`src/rtl/bto_mulcell.sv`:
```
// One cell of the multiplier row: multiply by one limb of B and accumulate.
module bto_mulcell #(
    parameter int AW   = 25,
    parameter int BPW  = 64,
    parameter int PW   = 80,
    parameter int LIMB = 16,
    parameter int IDX  = 0,
    parameter bit TOP  = 1'b0
) (
    input  logic                  clk,
    input  logic                  ce,
    input  logic signed [AW-1:0]  a_in,
    input  logic        [BPW-1:0] b_in,
    input  logic signed [PW-1:0]  acc_in,
    output logic signed [AW-1:0]  a_out,
    output logic        [BPW-1:0] b_out,
    output logic signed [PW-1:0]  acc_out
);
    logic        [LIMB-1:0]      limb;
    logic                        ext;
    logic signed [AW+LIMB:0]     prod;
    logic signed [PW-1:0]        term;
    logic signed [AW-1:0]        a_reg;
    logic        [BPW-1:0]       b_reg;
    logic signed [PW-1:0]        acc_reg;

    assign limb = b_in[IDX*LIMB +: LIMB];
    // only the top limb carries the sign of B
    assign ext  = TOP ? limb[LIMB-1] : 1'b0;
    assign prod = a_in * $signed({ext, limb});
    assign term = PW'(prod) <<< (IDX*LIMB);

    always_ff @(posedge clk)
    begin
        if (ce)
        begin
            a_reg   <= a_in;
            b_reg   <= b_in;
            acc_reg <= acc_in + term;
        end
    end

    assign a_out   = a_reg;
    assign b_out   = b_reg;
    assign acc_out = acc_reg;
endmodule

```
`src/rtl/bto_mulrow.sv`:
```
// Row of multiplier cells: signed A times wide signed B, one limb per cell.
module bto_mulrow #(
    parameter int AW   = 25,
    parameter int BW   = 54,
    parameter int LIMB = 16
) (
    input  logic                     clk,
    input  logic                     ce,
    input  logic signed [AW-1:0]     a,
    input  logic signed [BW-1:0]     b,
    output logic signed [AW+BW-1:0]  p
);
    localparam int NL  = (BW + LIMB - 1) / LIMB;
    localparam int BPW = NL * LIMB;
    localparam int PW  = AW + BW;

    logic signed [AW-1:0]  a_c   [NL+1];
    logic        [BPW-1:0] b_c   [NL+1];
    logic signed [PW-1:0]  acc_c [NL+1];

    assign a_c[0]   = a;
    assign b_c[0]   = BPW'(b);
    assign acc_c[0] = '0;

    for (genvar k = 0; k < NL; k++)
    begin : g_cell
        bto_mulcell #(
            .AW   (AW),
            .BPW  (BPW),
            .PW   (PW),
            .LIMB (LIMB),
            .IDX  (k),
            .TOP  (k == NL - 1)
        ) u_cell (
            .clk     (clk),
            .ce      (ce),
            .a_in    (a_c[k]),
            .b_in    (b_c[k]),
            .acc_in  (acc_c[k]),
            .a_out   (a_c[k+1]),
            .b_out   (b_c[k+1]),
            .acc_out (acc_c[k+1])
        );
    end

    assign p = acc_c[NL];
endmodule

```
`config.mk`:
```
export PLATFORM = sky130hd
export DESIGN_NAME = bto_mulrow
export DESIGN_NICKNAME = d
export VERILOG_FILES = /design/src/rtl/bto_mulcell.sv /design/src/rtl/bto_mulrow.sv
export SDC_FILE = /design/constraint.sdc
export NUM_CORES = 2
export LEC_CHECK = 0
export BUFFER_PORTS_ARGS = -buffer_cell sky130_fd_sc_hd__buf_2
export CAP_MARGIN = 0
export CORE_ASPECT_RATIO = 0.75
export CORE_MARGIN = 2
export CORE_UTILIZATION = 35
export DETAILED_ROUTE_END_ITERATION = 12
export PLACE_DENSITY = 0.56
export SLEW_MARGIN = 20
export SYNTH_ARGS = -nofsm -noshare
export SYNTH_HDL_FRONTEND = slang
export SYNTH_SLANG_ARGS = --single-unit
```
`constraint.sdc`:
```
create_clock -name clk -period 8.6 [get_ports clk]
set_input_delay 0.86 -clock clk [delete_from_list [all_inputs] [get_ports clk]]
set_output_delay 0.86 -clock clk [all_outputs]
set_load 0.02 [all_outputs]
```
* Word-level counts from Yosys, hierarchy flattened
Cells that the tools add are included.
Word-level totals: bits in registers 516, latch bits 0, bits in writable memories 0, bits in read-only memories 0, input bits 81, output and inout port bits 79, memories kept 0
Operators by class: $add $sub $neg 3, $mul 4, divide/modulo/power cells 0, order comparisons 0, eq/ne operators 0, shift-type cells 0, multiplexer cells 0, bitwise operators 0, reduce and logical (&&, ||, !) cells 0
Operators with widths (number):
- multiplier 25 x 17 -> 42 bit | 3
- adder 79 x 74 -> 79 bit | 1
- adder 79 bit | 1
- adder 42 x 58 -> 59 bit | 1
- multiplier 25 x 6 -> 31 bit | 1

* Depth between registers and ports, before layout
word-level depth 2, depth in mapped cells 36

* Cells and area by module
Synthesis repeated with hierarchy kept, for this count alone.
Second synthesis, totals: cells, all modules 9077, area total of the unflattened synthesis 91392.7 sq um
By module, submodules not included:
- bto_mulcell at g_cell[0].u_cell | times used 1, cells an instance 2872, area each 28468.6 sq um, sequential area each 5044.8 sq um
- bto_mulcell at g_cell[1].u_cell | times used 1, cells an instance 2326, area each 23132.2 sq um, sequential area each 5044.8 sq um
- bto_mulcell at g_cell[2].u_cell | times used 1, cells an instance 2181, area each 21996.1 sq um, sequential area each 5044.8 sq um
- bto_mulcell at g_cell[3].u_cell | times used 1, cells an instance 1697, area each 17792.1 sq um, sequential area each 5044.8 sq um
- bto_mulrow | times used 1, cells an instance 1, area each 3.8 sq um, sequential area each 0.0 sq um

* Least setup slack after synthesis
OpenSTA, ideal clock, no wires.
path kind register to register, start point register g_cell[1].u_cell.b_reg[34], end point register g_cell[2].u_cell.acc_reg[72] (data pin), arrival time 7.688 ns, required time 8.341 ns, slack 0.653 ns, cell stages (with the launch flop) 32, buffers on the path 2, period minus slack after synthesis 7.947 ns, cells stage by stage edfxtp_1 clkbuf_1 clkbuf_1 nand2_1 fa_1 fa_1 fa_1 inv_1 fa_1 fa_1 inv_1 fa_1 inv_1 ha_1 a21oi_1 nor2b_1 o31a_1 a311o_1 a21o_1 a21oi_1 xnor2_1 ha_1 a21o_1 a21o_1 a21o_1 a21oi_1 o31ai_1 a31oi_1 o21ai_1 a31oi_1 nor4bb_1 a211o_1
On the way: word-level cells in the longest chain between the ends 2
Ends and longest elaborated chain:
- start: declaration | RTL line bto_mulcell.sv:24 | logic [BPW-1:0] b_reg;
- start signal: assignment | RTL line bto_mulcell.sv:38 | b_reg <= b_in;
- multiplier 25 x 17 -> 42 bit | RTL line bto_mulcell.sv:30 | assign prod = a_in * $signed({ext, limb});
- adder 79 x 74 -> 79 bit | RTL line bto_mulcell.sv:39 | acc_reg <= acc_in + term;
- end signal: assignment | RTL line bto_mulcell.sv:39
- end: declaration | RTL line bto_mulcell.sv:25 | logic signed [PW-1:0] acc_reg;
No other way between the ends. A chain may end at the register's enable or synchronous reset.

* Worst setup path after layout
start point register g_cell[0].u_cell.a_reg[13], end point register g_cell[1].u_cell.acc_reg[55] (data pin)
On the way: word-level cells in the longest chain between the ends 2
Ends and longest elaborated chain:
- start: declaration | RTL line bto_mulcell.sv:23 | logic signed [AW-1:0] a_reg;
- start signal: assignment | RTL line bto_mulcell.sv:37 | a_reg <= a_in;
- multiplier 25 x 17 -> 42 bit | RTL line bto_mulcell.sv:30
- adder 42 x 58 -> 59 bit | RTL line bto_mulcell.sv:39
- end signal: assignment | RTL line bto_mulcell.sv:39
- end: declaration | RTL line bto_mulcell.sv:25
No other way between the ends.

==> impl_metrics.yaml <==
logic_synthesis:
  synth_top_area_frac: 0.388
  netlist_area_um2: 66000
  yosys_warnings: 0
  yosysSeqAreaShare: 0.182
  synthCells: 6719
  synth_top_area_cell: "fa_1"
  synth-async-reset-ratio: 0
  synthTopCellsByArea: "fa_1 39%, edfxtp_1 18%, ha_1 9.2%"
  synth-seq-cells: 400
  synth_edf_count: 400
  synth_nets: 8562
  ys.flop_type: "edfxtp_1"
  syn-mean-instance-area_um2: 9.83
  synth_cell_types: 70
sta:
  relSlewSlack: 0.248
  fin_crit_sh: 0.969
  setup_violations: 0
  fin_crit_ns: 8.33
  holdWs_ns: 0.374
  worstMarginPinSlew_ns: 1.12
  layout_setup_ws_ns: 0.265
  hold_viol: 0
  max_freq_mhz: 120
  maxSlewViolCount: 0
  skew_ns: 0.0388
setup_path:
  reg2reg_from: "g_cell[0].u_cell.a_out[13]"
  crit_arrival_ns: 8.76
  critPathLaunchType: "flop"
  slowest_stage: "fa_1"
  crit_top_cell: "a21o_1"
  worstSetupPathType: "flop to flop"
  cp_max_fo: 7
  cp-startpoint: "g_cell[0].u_cell.a_out[13]"
  cp_slowest_stage_delay_ns: 0.57
  cp_data_required_time_ns: 9.02
  worstSetupEndpointType: "flop"
route:
  drc: 0
  first_pass_iters: 6
  routed_via_density: 4.76
  routed_wl_um: 174000
  vias: 44968
  antenna_left: 0
  drt_iter0_drc: 3237
  wl_per_cell_um: 18.4
clock_network:
  clockBufferDepth: 3
  clk_pin_slew_worst_paths_ns: 0.06
  cts_tree: "yes"
  cts_made_buffers: 51
  cts.sinks: 400
  clk_latency_ns: 0.67
  holdBufCountCts: 0
  root_buffer: "clkbuf_16"
  htree_levels: 2
floorplan:
  num_rows: 138
  core-area_um2: 188000
  io_pins: 160
  die_h_um: 380
  dieWidth_um: 506
  dieArea_um2: 192000
  start_util: 0.351
cells_and_area:
  drive_gt1_frac: 0.0799
  area_growth_pct: 9.96
  finalNonFillerCells: 9452
  n_fill_cell: 18523
  fin_nets: 8736
  final_cell_mix: "1544 x inv_1, 1278 x fa_1, 919 x nand2_1, 511 x and2_1, 478 x ha_1"
  diodes: 0
  final_common_cell: "inv_1"
global_routing:
  grtUsageTotal: 0.182
  grt_first_pass_wirelength_um: 274000
  grt_start_max_net_pins: 152
  overflow: 0
  antenna_found_initial: 13
  grt_pass1_vias: 46821
placement:
  post-place-ws_ns: -0.0767
  place.gp.congestion: 0.913
  dpl.cell_count: 9311
  portBuffers: 159
  place_hpwl_um: 147000
flow_run:
  cap_violations: 0
min_path:
  min_from: "b[19]"
  worstHoldPathType: "input pin to flop"
status:
  outcome: "completed"
[worst max-delay path, delay by kind of cell, from the launching register on]
family                   cells  cell delay, ns
buffers and inverters        4            0.28
adder cells (fa/ha/maj)      8            3.63
XOR/XNOR                     2            0.27
AO/OA/AOI/OAI               15            3.20
AND/OR/NAND/NOR              1            0.15
flip-flops                   1            0.55
[synth_stat cells, types with 33 or more instances]
library cell / n
nand3_1: 44
o21bai_1: 35
inv_1: 1544
xnor2_1: 179
o21a_1: 41
edfxtp_1: 400
a21oi_1: 215
ha_1: 484
fa_1: 1278
clkbuf_1: 208
o21ai_0: 112
nor2_1: 119
buf_4: 80
nand2b_1: 49
and2_1: 511
a21o_1: 126
nand2_1: 920
nor3_1: 33
xor2_1: 65
[timing repair]
| item | CTS | global route |
|---|---|---|
| buffers inserted | 4 | 45 |
| cloned | 0 | 0 |
| endpoints found under the setup margin | 3 | 30 |
| resized for setup | 0 | 51 |
| pin swaps | 0 | 11 |
[per-stage QoR]
step	setup TNS, ns	area, um^2	util
after global placement	0	70200	0.373
final	0	72600	0.386
after detailed placement	-0.169	70200	0.373
after CTS	0	72000	0.383
after floorplan	0	66000	-
after global routing	-0.00618	72600	0.386
[flip-flops by register name, indices dropped and copies added, names as in the netlist]
signal and cells:
g_cell.u_cell.acc_out 259, g_cell.u_cell.a_out 75, g_cell.u_cell.b_out 66
[area by class of cell]
cell class                      count  area [um^2]  area share
Multi-Input combinational cell   4487        47100       0.649
Inverter                         1544         5800      0.0798
Sequential cell                   400        12000       0.165
Clock buffer                       57         1300      0.0179
Timing Repair Buffer              409         2810      0.0387
Tap cell                         2520         3150      0.0434
Clock inverter                     35          443     0.00610
[metal layers]
layer | track usage | wire, um | vias to the layer above
li1 | - | - | 20780
met1 | 0.290 | 88300 | 22585
met2 | 0.253 | 68200 | 1448
met3 | 0.0440 | 15400 | 147
met4 | 0.0215 | 1930 | 8
met5 | 0 | 45 | -
[final timing paths]
| kind | to | slack [ns] | cells past startpoint |
|---|---|---|---|
| hold / removal | g_cell[0].u_cell.b_out[19] | 0.37 | 1 |
| setup reg to reg | g_cell[1].u_cell.acc_out[55] | 0.27 | 30 |
| hold reg to reg | g_cell[2].u_cell.acc_out[30] | 0.42 | 0 |
| setup / recovery | g_cell[1].u_cell.acc_out[55] | 0.27 | 30 |
[cells by family after synthesis]
| logic type | synth area share |
|---|---|
| AOI/OAI and AO/OA | 0.0685 |
| DFF | 0.182 |
| and+or+nand+nor | 0.129 |
| muxes | 0.000303 |
| adders and majority gates | 0.479 |
| buffers and inverters | 0.109 |
| xor gates and xnor gates | 0.0324 |
Power is left out: the tool's default activity adds up to more than one toggle a clock period on the data nets, which glitch-free logic cannot reach.
